===== config.mk =====
export PLATFORM = sky130hd
export DESIGN_NAME = touch_gesture_qualifier
export DESIGN_NICKNAME = d
export VERILOG_FILES = /design/src/hw/rtl/tgq_pkg.sv /design/src/hw/rtl/tgq_eval.sv /design/src/hw/rtl/touch_gesture_qualifier.sv
export SDC_FILE = /design/constraint.sdc
export NUM_CORES = 1
export LEC_CHECK = 0
export BUFFER_PORTS_ARGS = -buffer_cell sky130_fd_sc_hd__buf_2
export CORE_MARGIN = 4
export CORE_UTILIZATION = 65
export DETAILED_ROUTE_END_ITERATION = 10
export PLACE_DENSITY_LB_ADDON = 0.05
export SYNTH_ARGS = -nofsm -noshare
export SYNTH_HDL_FRONTEND = slang
export SYNTH_SLANG_ARGS = --single-unit

===== constraint.sdc =====
create_clock -name i_clk -period 14.5 [get_ports i_clk]
set_clock_uncertainty 0.15 [all_clocks]
set_input_delay 0.725 -clock i_clk [delete_from_list [all_inputs] [get_ports i_clk]]
set_output_delay 0.725 -clock i_clk [all_outputs]
set_load 0.02 [all_outputs]

===== src/hw/rtl/tgq_pkg.sv =====
// Package for the touch gesture qualifier: field widths, register indexes,
// event codes and the packed request, event and state types.
// No dependencies.
package tgq_pkg;

    localparam int COORD_W = 12;
    localparam int TIME_W  = 32;
    localparam int DELAY_W = 16;
    localparam int THR_W   = 12;
    localparam int CFG_W   = 16;

    localparam logic [DELAY_W-1:0] RELEASE_DELAY_RST = DELAY_W'(50);
    localparam logic [THR_W-1:0]   MOVE_THRESHOLD_RST = THR_W'(3);

    typedef enum logic {
        REG_RELEASE_DELAY  = 1'b0,
        REG_MOVE_THRESHOLD = 1'b1
    } t_reg_idx;

    typedef enum logic [1:0] {
        EV_TOUCH   = 2'd0,
        EV_RELEASE = 2'd1,
        EV_MOVE    = 2'd2
    } t_event_kind;

    typedef struct packed {
        logic               touching;
        logic [COORD_W-1:0] sample_x;
        logic [COORD_W-1:0] sample_y;
        logic [TIME_W-1:0]  now_ms;
    } t_sample;

    typedef struct packed {
        t_event_kind        event_kind;
        logic [COORD_W-1:0] from_x;
        logic [COORD_W-1:0] from_y;
        logic [COORD_W-1:0] to_x;
        logic [COORD_W-1:0] to_y;
    } t_event;

    typedef struct packed {
        logic               pressed;
        logic [TIME_W-1:0]  last_time;
        logic [COORD_W-1:0] first_x;
        logic [COORD_W-1:0] first_y;
        logic [COORD_W-1:0] last_x;
        logic [COORD_W-1:0] last_y;
        logic [COORD_W-1:0] latest_x;
        logic [COORD_W-1:0] latest_y;
    } t_tgq_state;

endpackage


===== src/hw/rtl/tgq_eval.sv =====
// Combinational evaluation of one touch sample against the current gesture state.
// Produces the next state and at most one event. Depends on tgq_pkg.
module tgq_eval (
    input  tgq_pkg::t_sample                  i_sample,
    input  tgq_pkg::t_tgq_state               i_state,
    input  logic [tgq_pkg::DELAY_W-1:0]       i_release_delay,
    input  logic [tgq_pkg::THR_W-1:0]         i_move_threshold,
    output tgq_pkg::t_tgq_state               o_state,
    output logic                              o_emit,
    output tgq_pkg::t_event                   o_event
);
    import tgq_pkg::*;

    logic [COORD_W-1:0] cur_x;
    logic [COORD_W-1:0] cur_y;
    logic [TIME_W-1:0]  elapsed;
    logic [COORD_W-1:0] dx;
    logic [COORD_W-1:0] dy;
    logic [COORD_W-1:0] max_delta;
    logic               timed_out;
    logic               moved;

    assign cur_x = i_sample.touching ? i_sample.sample_x : i_state.latest_x;
    assign cur_y = i_sample.touching ? i_sample.sample_y : i_state.latest_y;

    // Modular subtraction keeps the timeout correct across timestamp wrap.
    assign elapsed   = i_sample.now_ms - i_state.last_time;
    assign timed_out = elapsed > TIME_W'(i_release_delay);

    assign dx   = (i_state.last_x > cur_x) ? i_state.last_x - cur_x : cur_x - i_state.last_x;
    assign dy   = (i_state.last_y > cur_y) ? i_state.last_y - cur_y : cur_y - i_state.last_y;
    assign max_delta = (dx > dy) ? dx : dy;
    assign moved = max_delta > COORD_W'(i_move_threshold);

    always_comb begin
        o_state = i_state;
        o_emit  = 1'b0;
        o_event = '{event_kind: EV_MOVE, from_x: i_state.last_x, from_y: i_state.last_y,
                    to_x: cur_x, to_y: cur_y};
        if (i_sample.touching || i_state.pressed) begin
            if (i_sample.touching) begin
                o_state.last_time = i_sample.now_ms;
                o_state.latest_x  = cur_x;
                o_state.latest_y  = cur_y;
            end
            if (i_sample.touching && !i_state.pressed) begin
                o_state.pressed = 1'b1;
                o_state.first_x = cur_x;
                o_state.first_y = cur_y;
                o_state.last_x  = cur_x;
                o_state.last_y  = cur_y;
                o_emit          = 1'b1;
                o_event = '{event_kind: EV_TOUCH, from_x: '0, from_y: '0,
                            to_x: cur_x, to_y: cur_y};
            end else if (!i_sample.touching && timed_out) begin
                o_state.pressed = 1'b0;
                o_state.last_x  = cur_x;
                o_state.last_y  = cur_y;
                o_emit          = 1'b1;
                o_event = '{event_kind: EV_RELEASE, from_x: i_state.first_x,
                            from_y: i_state.first_y, to_x: cur_x, to_y: cur_y};
            end else if (moved) begin
                o_state.last_x = cur_x;
                o_state.last_y = cur_y;
                o_emit         = 1'b1;
            end
        end
    end

endmodule


===== src/hw/rtl/touch_gesture_qualifier.sv =====
// Top level of the touch gesture qualifier: handshake, input and event registers,
// gesture state and configuration registers. Depends on tgq_pkg and tgq_eval.
//
//   channel   direction  handshake                     payload
//   in        input      i_in_valid / o_in_ready       i_in_data  (t_sample)
//   out       output     o_out_valid / i_out_ready     o_out_data (t_event)
//   cfg       input      i_cfg_we                      i_cfg_idx, i_cfg_data
//
// One sample per cycle is accepted while the input register is free or being evaluated; a sample is
// held in the input register, evaluated from there, and its event, if any, is registered in the event register.
// The gesture state updates in the same cycle that the sample is evaluated, so the
// next sample sees it at once. A stalled event holds the evaluation stage, and the
// input register keeps accepting until it is occupied. Reset is synchronous, active
// low, and clears the state and loads the default release delay and move threshold.
module touch_gesture_qualifier (
    input  logic                         i_clk,
    input  logic                         i_rst_n,
    input  logic                         i_in_valid,
    output logic                         o_in_ready,
    input  tgq_pkg::t_sample             i_in_data,
    output logic                         o_out_valid,
    input  logic                         i_out_ready,
    output tgq_pkg::t_event              o_out_data,
    input  logic                         i_cfg_we,
    input  logic                         i_cfg_idx,
    input  logic [tgq_pkg::CFG_W-1:0]    i_cfg_data
);
    import tgq_pkg::*;

    logic               r_in_vld;
    t_sample            r_in;
    t_tgq_state         r_st;
    logic               r_out_vld;
    t_event             r_out;
    logic [DELAY_W-1:0] r_release_delay;
    logic [THR_W-1:0]   r_move_threshold;

    t_tgq_state         n_st;
    logic               emit;
    t_event             ev;
    logic               proc;

    tgq_eval u_eval (
        .i_sample         (r_in),
        .i_state          (r_st),
        .i_release_delay  (r_release_delay),
        .i_move_threshold (r_move_threshold),
        .o_state          (n_st),
        .o_emit           (emit),
        .o_event          (ev)
    );

    // The buffered request is evaluated once the event register is free or draining.
    assign proc       = r_in_vld && (!r_out_vld || i_out_ready);
    assign o_in_ready = !r_in_vld || proc;
    assign o_out_valid = r_out_vld;
    assign o_out_data  = r_out;

    always_ff @(posedge i_clk) begin
        if (!i_rst_n) begin
            r_in_vld <= 1'b0;
        end else if (o_in_ready) begin
            r_in_vld <= i_in_valid;
        end
        if (o_in_ready && i_in_valid) begin
            r_in <= i_in_data;
        end
    end

    always_ff @(posedge i_clk) begin
        if (!i_rst_n) begin
            r_st <= '0;
        end else if (proc) begin
            r_st <= n_st;
        end
    end

    always_ff @(posedge i_clk) begin
        if (!i_rst_n) begin
            r_out_vld <= 1'b0;
        end else if (proc) begin
            r_out_vld <= emit;
        end else if (i_out_ready) begin
            r_out_vld <= 1'b0;
        end
        if (proc && emit) begin
            r_out <= ev;
        end
    end

    always_ff @(posedge i_clk) begin
        if (!i_rst_n) begin
            r_release_delay  <= RELEASE_DELAY_RST;
            r_move_threshold <= MOVE_THRESHOLD_RST;
        end else if (i_cfg_we) begin
            case (t_reg_idx'(i_cfg_idx))
                REG_RELEASE_DELAY:  r_release_delay  <= i_cfg_data[DELAY_W-1:0];
                REG_MOVE_THRESHOLD: r_move_threshold <= i_cfg_data[THR_W-1:0];
                default: begin
                end
            endcase
        end
    end

    // A touch event can only start from the released state.
    a_touch_from_idle: assert property (@(posedge i_clk) disable iff (!i_rst_n)
        proc && emit && ev.event_kind == EV_TOUCH |-> !r_st.pressed)
        else $error("touch event while already pressed");

    // A release event leaves the qualifier released.
    a_release_clears: assert property (@(posedge i_clk) disable iff (!i_rst_n)
        proc && emit && ev.event_kind == EV_RELEASE |=> !r_st.pressed)
        else $error("pressed still set after release");

    // A waiting event is never overwritten by a new evaluation.
    a_no_overwrite: assert property (@(posedge i_clk) disable iff (!i_rst_n)
        r_out_vld && !i_out_ready |-> !proc)
        else $error("event register overwritten while stalled");

    // State changes only when a request is evaluated.
    a_state_hold: assert property (@(posedge i_clk) disable iff (!i_rst_n)
        !proc |=> $stable(r_st))
        else $error("gesture state changed without a request");

endmodule

==> results of run 1 <==
-- cell families (layout without fill, tap and decap cells) --
family / after synthesis / after routing / synth area share [%]
compound gates: 409 / 409 / 20.83
mux: 75 / 75 / 5.209
xor+xnor: 35 / 35 / 2.099
buf+inv: 213 / 323 / 5.689
simple gates: 485 / 485 / 14.95
flops: 242 / 242 / 40.51
fa+ha+maj: 122 / 122 / 10.71
-- worst reg2reg max path, delay by kind of cell (launching register included) --
family,cells,cell delay [ns]
AOI/OAI and AO/OA,19,4.28
xor gates and xnor gates,1,0.19
adders and majority gates,4,1.16
buffers and inverters,9,2.27
DFF,1,0.33
muxes,3,0.95
and+or+nand+nor,3,0.54
-- where the power goes --
part           leakage [nW]  internal (mW)  switching, mW
clock                 0.434          0.389          0.274
combinational          4.62          0.217          0.315
sequential             2.11          0.752         0.0198
total                  7.17           1.36          0.609
-- registers in the layout (all words and copies together) (netlist names) --
signal and count:
r_in_vld 1, r_st 105, o_out_valid 1, r_in 57, r_move_threshold 12, o_out_data 50, r_release_delay 16
-- layer usage --
layer,part of all wire (%),track usage (%),vias up,routed length [um]
met1,44,39.58,5671,15850
li1,-,-,5798,-
met4,2.5,8.029,0,895
met5,0,0,-,0
met3,7.6,4.374,58,2716
met2,45,45.44,393,16190
-- synthesized netlist by cell type (all sizes together) (22+ instances only) --
master,instances
inv,133
a21oi,59
ha,117
nand4,22
nor2,77
mux2i,67
a31oi,36
o2bb2ai,22
xnor2,25
nand2,269
clkbuf,69
a21o,41
o21ai,38
dfxtp,135
a21boi,67
o211a,50
edfxtp,107
-- stage by stage --
step	worst slack, ns	total power [mW]	util [%]	cell area (um^2)	cells
finish	4.569	1.966	74.00	16250	1971
global route	3.851	2.069	74.00	16250	1971
CTS	4.622	1.969	74.00	16250	1971
detailed placement	4.701	1.307	70.04	15380	1923
global placement	4.972	1.288	70.04	15380	1923
floorplan	5.605	1.173	-	14600	1581
-- path summary, 6_finish.rpt --
| path | start | end | slack [ns] | cells after the start |
|---|---|---|---|---|
| min reg2reg | r_st[87]$_SDFFE_PN0P_ | r_st[87]$_SDFFE_PN0P_ | 0.31 | 2 |
| max | r_in[56]$_DFFE_PP_ | r_st[30]$_SDFFE_PN0P_ | 4.57 | 39 |
| max reg2reg | r_in[56]$_DFFE_PP_ | r_st[30]$_SDFFE_PN0P_ | 4.57 | 39 |
| min | i_in_data[44] | r_in[44]$_DFFE_PP_ | 0.21 | 1 |
-- final cells by class --
| type | count | area, um^2 |
|---|---|---|
| multi-input combinational | 1126 | 7870 |
| sequential | 242 | 5917 |
| fill | 1636 | 5709 |
| clock buffer | 33 | 760.7 |
| timing repair buffer | 142 | 743.2 |
| inverter | 133 | 499.2 |
| tap | 280 | 350.3 |
| clock inverter | 15 | 108.9 |
==> results.md, run 1 <==
* Status: completed
* Top cells by area, synth: edfxtp_1 22%, dfxtp_1 19%, ha_1 10%
* Maximum clock insertion buffer count at 3
* Kind of critical path: register to register
* Post-synth EDFFs at 107
* Hpwl dp at 24.95 mm
* Rows at 54
* Die width at 157.9 um
* CTS tree: built
* Clock root cell: clkbuf_16
* GR Util All Layers at 28.16%
* Final #Nets at 1872
* CP most frequent cell: a21o_1
* Hold slack at 0.2089 ns
* Via count at 11920
* Final WL at 35.66 mm
* Setup TNS at 0 ns
* Startpoint Class: register
* Final worst-path cycle share at 68.49%
* Unique cell type count in the Yosys netlist at 74
* Cts repair resizes at 0
* Clk Latency, worst-skew pair at 0.54 ns
* Global-route wire length before repair at 57.22 mm
* HP Class: primary input to register
* Initial DRC Count at 822
* CP delay by family, top: compound AO/OA/AOI/OAI gates
* Mapped Nets at 1782
* Slew @ Worst Pin at 1.083 ns
* Post-DRT Antenna Nets at 0
* Die H at 157.9 um
* CTS buffer count at 26
* Final count of negative-setup-slack endpoints at 0
* GR Overflow Total at 0
* # Max-Cap Violations at 0
* Mapped Area at 0.01460 mm^2
* WP data required at 14.79 ns
* Post-CTS Hold Buffers at 0
* Sequential share of the synthesized area at 40.51%
* Max IR drop VDD at 0.09736 mV
* GPL Wtd Cong at 0.9234
* Most frequent cells in the layout: 269 x nand2_1, 134 x dfxtp_1, 132 x inv_1
* Core area at 0.02196 mm^2
* Die Footprint at 0.02493 mm^2
* DRC viols at 0
* Cells after Synth at 1581
* Syn_area_per_cell at 9.236 um^2
* Starting Density at 66.50%
* Peak Freq at 100.7 MHz
* Slew headroom at 27.79%
* Commonest non-fill, non-tap cell in the layout: nand2_1
* Vias/cell at 6.048
* Top FF cell, synth: dfxtp_1
* Final hold vios at 0
* Setup repair after global routing missed its margin: no
* IO buf count at 130
* Synth Warn # at 0
* Clock transition at the registers of the reported paths at 0.06 ns
* Diodes inserted at 0
* Clock Sinks at 242
* Leakage at 7.170 nW
* Initial antenna violation count at 0
* Seq cells post-synth at 242
* Slew Viols, Final at 0
* PwrDens at 121.0 mW/mm^2
* Post-synth ARST share at 0%
* CTS H-tree depth at 1
* Yosys top cell area share at 22.00%
* Worst path bufs/invs at 9
* Fraction of layout cells with a size suffix above 1 at 12.42%
* Pin count of the biggest net entering global routing at 105
* CP arrival at 10.23 ns
* CP max FO at 57
* Slowest stage delay, CP at 0.49 ns
* Slowest CP cell: buf_4
* Num ports at 131
* WL/cell at 18.09 um
* Post-CTS Setup Repair Bufs at 0
* Crit. End Element: register
* Largest area contributor in the netlist: edfxtp_1
* Fin crit period at 9.931 ns
* Layout area overhead at 11.28%
* Vias in the first global route at 11410
* First drt pass iteration count at 6
Power figures use the tool's default switching activity.
==> run 2: changes to the inputs <==
--- a/config.mk
+++ b/config.mk
@@ -7,7 +7,7 @@
 export LEC_CHECK = 0
 export BUFFER_PORTS_ARGS = -buffer_cell sky130_fd_sc_hd__buf_2
 export CORE_MARGIN = 4
-export CORE_UTILIZATION = 65
+export CORE_UTILIZATION = 55
 export DETAILED_ROUTE_END_ITERATION = 10
 export PLACE_DENSITY_LB_ADDON = 0.05
 export SYNTH_ARGS = -nofsm -noshare
==> constraint.sdc (replaced) <==
create_clock -name i_clk -period 8.4 [get_ports i_clk]
set_clock_uncertainty 0.15 [all_clocks]
set_input_delay 0.42 -clock i_clk [delete_from_list [all_inputs] [get_ports i_clk]]
set_output_delay 0.42 -clock i_clk [all_outputs]
set_load 0.02 [all_outputs]
==> results.md, run 2 (same netlist as run 1, synthesis figures left out) <==
* GPL Wtd Cong at 0.8900 (-3.6%)
* Clk Latency, worst-skew pair at 0.54 ns (about the same)
* GR Util All Layers at 25.10% (-3.1 points)
* Clock Sinks at 242 (unchanged)
* Peak Freq at 123.7 MHz (+23%)
* Clock root cell: clkbuf_16
* Status: completed
* WP data required at 8.54 ns (-6.25 ns)
* Max IR drop VDD at 0.2710 mV (+180%)
* Post-route insts no fill at 2124 (+7.8%)
* Via count at 12220 (+2.5%)
* CTS H-tree depth at 1 (unchanged)
* Die Footprint at 0.02922 mm^2 (+17%)
* Filler instances at 2173 (+33%)
* Final hold vios at 0 (unchanged)
* WL/cell at 17.87 um (-1.2%)
* Clock transition at the registers of the reported paths at 0.07 ns (about the same)
* Layout area overhead at 19.11%
* DRC viols at 0 (unchanged)
* CP arrival at 8.22 ns (-2.01 ns)
* Core area at 0.02606 mm^2 (+19%)
* Final core occ at 66.75% (-7.3 points)
* Slowest CP cell: edfxtp_1
* Slowest stage delay, CP at 0.50 ns (about the same)
* CP most frequent cell: a21o_1
* Hold slack at 0.09177 ns (-0.1172 ns)
* Global-route wire length before repair at 60.40 mm (+5.6%)
* Initial antenna violation count at 0 (unchanged)
* CTS tree: built
* Sequential cell area at 0.005917 mm^2 (unchanged)
* Fraction of layout cells with a size suffix above 1 at 13.69% (+1.3 points)
* Final WL at 37.95 mm (+6.4%)
* Num ports at 131 (unchanged)
* Rows at 59 (+9.3%)
* Vias/cell at 5.754 (-4.9%)
* Startpoint Class: register
* First drt pass iteration count at 6 (unchanged)
* Commonest non-fill, non-tap cell in the layout: nand2_1
* # Max-Cap Violations at 0 (unchanged)
* Hpwl dp at 25.66 mm (+2.8%)
* Slew Viols, Final at 0 (unchanged)
* Most frequent cells in the layout: 269 x nand2_1, 134 x dfxtp_1, 131 x inv_1
* CTS buffer count at 27 (+3.8%)
* Area of the multi-input gates at 0.007963 mm^2 (+1.2%)
* Vias in the first global route at 11720 (+2.7%)
* Slew headroom at 23.17% (-4.6 points)
* Final worst-path cycle share at 96.20% (+28 points)
* Max FFs per register at 105 (unchanged)
* Crit. End Element: register
* IO buf count at 130 (unchanged)
* Fin crit period at 8.081 ns (-1.850 ns)
* Die H at 170.9 um (+8.3%)
* Kind of critical path: register to register
* Maximum clock insertion buffer count at 3 (unchanged)
* Initial DRC Count at 882 (+7.3%)
* Final #Nets at 1969 (+5.2%)
* Final count of negative-setup-slack endpoints at 0 (unchanged)
* Diodes inserted at 0 (unchanged)
* Placed instance count at 1993 (+3.6%)
* CP max FO at 29 (-49%)
* HP Class: primary input to register
* Die width at 170.9 um (+8.3%)
* Post-DRT Antenna Nets at 0 (unchanged)
* Leakage at 7.571 nW (+5.6%)
* PwrDens at 202.4 mW/mm^2 (+67%)
* Pin count of the biggest net entering global routing at 112 (+6.7%)
* GR Overflow Total at 0 (unchanged)
* Largest Register: r_st
* Starting Density at 56.04% (-10 points)
* Slew @ Worst Pin at 1.152 ns (+0.06921 ns)
run 2: power by group:
group,switching (mW),internal [mW],total [mW]
Combinational,0.571,0.444,1.02
Clock,0.489,0.684,1.17
Sequential,0.0355,1.30,1.33
run 2: layout make-up:
cell class              instances  share of cell area, %
repair buffers                237                  9.697
clock buffers                  32                  3.993
inverters                     133                  3.021
multi-input cells            1126                  45.78
flip-flops and latches        242                  34.02
well taps                     335                  2.410
repair inverters                1                0.05036
clock inverters                18                  1.029
run 2: metal layers:
layer / up-vias / wire, um / global-route usage [%]
met4: 0 / 929 / 6.235
li1: 5996 / - / -
met5: - / 0 / 0
met3: 59 / 2057 / 3.327
met1: 5818 / 18090 / 36.24
met2: 349 / 16870 / 40.25
run 2: repair_timing:
action / CTS / global route
endpoints found under the setup margin: 28 / 75
buffers inserted: 0 / 6
pin swaps: 0 / 6
endpoints found under the hold margin: 79 / 0
gates cloned: 0 / 1
hold buffers: 74 / 0
resized for setup: 0 / 32
run 2: path summary, 6_finish.rpt:
path                         startpoint                        to  slack, ns  cells past startpoint
setup / recovery     r_in[56]$_DFFE_PP_  o_out_data[34]$_DFFE_PP_       0.32                     36
hold / removal              i_out_ready  o_out_valid$_SDFFE_PN0P_       0.09                      3
setup reg to reg     r_in[56]$_DFFE_PP_  o_out_data[34]$_DFFE_PP_       0.32                     36
hold reg to reg   r_st[88]$_SDFFE_PN0P_     r_st[88]$_SDFFE_PN0P_       0.31                      2
run 2: through the flow:
| step | TNS, ns | instance area, um^2 | power (mW) | worst slack (ns) |
|---|---|---|---|---|
| floorplan | 0 | 14610 | 2.025 | 0.08648 |
| global placement | 0 | 15590 | 2.252 | 0.1657 |
| detailed placement | 0 | 15590 | 2.268 | 0.05577 |
| CTS | -0.1004 | 17200 | 3.475 | -0.01907 |
| global route | -2.610 | 17390 | 3.704 | -0.08021 |
| finish | 0 | 17390 | 3.521 | 0.3189 |
run 2: worst max-delay path, delay by kind of cell, from the launching register on:
family | cells | cell delay [ns]
and+or+nand+nor | 3 | 0.30
AOI/OAI and AO/OA | 19 | 4.23
adders and majority gates | 4 | 1.04
buffers and inverters | 7 | 0.84
xor gates and xnor gates | 1 | 0.21
muxes | 2 | 0.54
DFF | 1 | 0.50
==> run 3: changes to the inputs <==
--- a/config.mk
+++ b/config.mk
@@ -5,11 +5,12 @@
 export SDC_FILE = /design/constraint.sdc
 export NUM_CORES = 1
 export LEC_CHECK = 0
-export BUFFER_PORTS_ARGS = -buffer_cell sky130_fd_sc_hd__buf_2
+export BUFFER_PORTS_ARGS = -buffer_cell sky130_fd_sc_hd__clkbuf_2
 export CORE_MARGIN = 4
 export CORE_UTILIZATION = 55
 export DETAILED_ROUTE_END_ITERATION = 10
 export PLACE_DENSITY_LB_ADDON = 0.05
+export RECOVER_POWER = 50
 export SYNTH_ARGS = -nofsm -noshare
 export SYNTH_HDL_FRONTEND = slang
 export SYNTH_SLANG_ARGS = --single-unit
==> results.md, run 3 (same netlist as run 1, synthesis figures left out) <==
* Leakage at 7.447 nW (-1.6%)
* Clk Latency, worst-skew pair at 0.54 ns (about the same)
* GR peak layer: met2
* Layout area overhead at 18.22%
* Hold worst-path end: r_release_delay[10]$_SDFFE_PN0P_
* Failing checks: capacitance limit, slew limit
* Pin count of the biggest net entering global routing at 93 (-17%)
* Filler instances at 2190 (+0.78%)
* RR Endpoint: o_out_data[33]$_DFFE_PP_
* Area of the multi-input gates at 0.007923 mm^2 (-0.50%)
* Status: finished, violations left
* Power, Total at 3.530 mW (+0.25%)
* Comb power frac at 28.1% (-0.7 points)
* Slew @ Worst Pin at 3.824 ns (+2.671 ns)
* Largest Register: r_st
* Hold Startpoint: i_cfg_data[10]
* WL/cell at 17.59 um (-1.5%)
* CTS H-tree depth at 1 (unchanged)
* Slowest stage delay, CP at 0.49 ns (about the same)
* Final WL at 37.26 mm (-1.8%)
* Final hold vios at 0 (unchanged)
* DRC viols at 0 (unchanged)
* Die H at 170.9 um (unchanged)
* Clock transition at the registers of the reported paths at 0.06 ns (about the same)
* Reg-to-reg critical path startpoint: r_in[56]$_DFFE_PP_
* Reg power frac at 37.8% (about the same)
* GR Util All Layers at 24.71% (-0.40 points)
* CP max FO at 29 (unchanged)
* First drt pass iteration count at 5 (-1)
* Vias/cell at 5.746 (-0.14%)
* Kind of critical path: register to register
* GRT met1 Usage at 35.44% (-0.80 points)
* Hold path cells at 3 (unchanged)
* Rows at 59 (unchanged)
* CP most frequent cell: a21o_1
* Reg2Reg Depth at 32 (-11%)
* IO buf count at 130 (unchanged)
* # Max-Cap Violations at 2 (+2)
* Die Footprint at 0.02922 mm^2 (unchanged)
* Final #Nets at 1964 (-0.25%)
* Fraction of layout cells with a size suffix above 1 at 9.708% (-4.0 points)
* Starting Density at 56.04% (unchanged)
* Sw power at 1.067 mW (-2.6%)
* Initial DRC Count at 1083 (+23%)
* Clk pwr share at 34.1% (+0.8 points)
* Sequential cell area at 0.005917 mm^2 (unchanged)
* Crit. End Element: register
* Slew Viols, Final at 151 (+151)
* Die width at 170.9 um (unchanged)
* Num ports at 131 (unchanged)
* Core area at 0.02606 mm^2 (unchanged)
* Reg-to-reg slack, setup at 0.38 ns (+0.06 ns)
* Most frequent cells in the layout: 269 x nand2_1, 134 x dfxtp_1, 131 x inv_1
* Slew headroom at -154.9% (-180 points)
* Slowest CP cell: edfxtp_1
* WP data required at 8.52 ns (-0.02 ns)
* Clock Sinks at 242 (unchanged)
* Startpoint Class: register
* Max IR drop VDD at 0.2120 mV (-22%)
* Maximum clock insertion buffer count at 3 (unchanged)
* Global-route wire length before repair at 59.64 mm (-1.3%)
* Worst slack, placed at 0.1363 ns (+0.08053 ns)
* Max FFs per register at 105 (unchanged)
* Fin crit period at 8.021 ns (-0.06008 ns)
* Vias in the first global route at 11650 (-0.59%)
* Initial antenna violation count at 0 (unchanged)
* GPL Wtd Cong at 0.9436 (+6.0%)
* Post-DRT Antenna Nets at 0 (unchanged)
* Int Pwr at 2.462 mW (+1.5%)
* Peak Freq at 124.7 MHz (+0.75%)
* HP Class: primary input to register
* GR Overflow Total at 0 (unchanged)
* Met3 GRT Util at 3.212% (-0.12 points)
* PwrDens at 204.5 mW/mm^2 (+1.0%)
* Switching part of the total at 30.24% (-0.88 points)
* Commonest non-fill, non-tap cell in the layout: nand2_1
* GRT met2 Usage at 40.08% (-0.17 points)
* Clock root cell: clkbuf_16
* Via count at 12170 (-0.42%)
* Final worst-path cycle share at 95.49% (-0.72 points)
* CP arrival at 8.14 ns (-0.08 ns)
* Final count of negative-setup-slack endpoints at 0 (unchanged)
* CTS tree: built
* Hpwl dp at 25.30 mm (-1.4%)
* Final worst setup slack at 0.3790 ns (+0.06008 ns)
* CTS buffer count at 27 (unchanged)
run 3: changes by cell type in the layout (fill, tap and decap cells not counted), moves of 3 or more:
cell	change
buf_4	-7
clkbuf_2	+72
clkbuf_8	+3
mux2i_1	+5
buf_2	-129
mux2i_2	-5
clkbuf_1	+60
clkinvlp_4	-4
run 3: worst max-delay path, delay by kind of cell, from the launching register on:
kind / cells / cell delay [ns]
multiplexers: 1 / 0.38
adder cells (fa/ha/maj): 3 / 1.06
flip-flops: 1 / 0.49
XOR/XNOR: 1 / 0.29
AND/OR/NAND/NOR: 6 / 1.01
AO/OA/AOI/OAI: 17 / 3.53
buffers and inverters: 4 / 0.80
run 3: repair_timing:
item	4_1_cts	5_1_grt
buffers inserted	0	6
resized for setup	0	26
endpoints found under the hold margin	77	0
endpoints found under the setup margin	0	75
hold buffers	72	0
run 3: metal layers:
metal | vias to the layer above | wire length, um
met3 | 61 | 2100
met5 | - | 0
met2 | 332 | 16860
met4 | 0 | 858
li1 | 6011 | -
met1 | 5767 | 17440
run 3: worst max path at each step:
stage	startpoint	endpoint	slack, ns	cells after the start
floorplan	r_in[56]$_DFFE_PP_	o_out_data[0]$_DFFE_PP_	0.09	37
global placement	r_in[56]$_DFFE_PP_	o_out_data[32]$_DFFE_PP_	0.36	33
detailed placement	r_in[56]$_DFFE_PP_	r_st[45]$_SDFFE_PN0P_	0.14	34
CTS	r_in[56]$_DFFE_PP_	o_out_data[32]$_DFFE_PP_	0.1	33
global route	r_in[56]$_DFFE_PP_	r_st[27]$_SDFFE_PN0P_	-0.04	35
finish	r_in[56]$_DFFE_PP_	o_out_data[33]$_DFFE_PP_	0.38	32
run 3: power groups by stage:
stage	registers (mW)	clock network (mW)	logic, mW
global route	1.34	1.28	1.10
global placement	1.36	0	0.892
floorplan	1.36	0	0.661
detailed placement	1.36	0	0.910
finish	1.33	1.20	0.991
CTS	1.33	1.23	0.943
run 3: layout make-up:
cell class	count	share of cell area, %
diodes	1	0.01450
clock buffers	34	4.240
clock inverters	14	1.000
inverters	133	3.044
multi-input cells	1126	45.89
flip-flops and latches	242	34.28
well taps	335	2.428
repair buffers	232	9.053
repair inverters	1	0.05074
run 3: stage by stage:
step,utilization (%),setup TNS (ns),instance area (um^2),hold slack (ns),std cells
after global routing,66.24,-1.113,17260,0.01940,2117
after floorplan,-,0,14610,0.2935,1581
after detailed placement,59.66,0,15550,0.3077,1989
final,66.25,0,17260,0.02528,2118
after global placement,59.66,0,15550,0.3020,1989
after CTS,65.90,0,17170,0.002113,2109
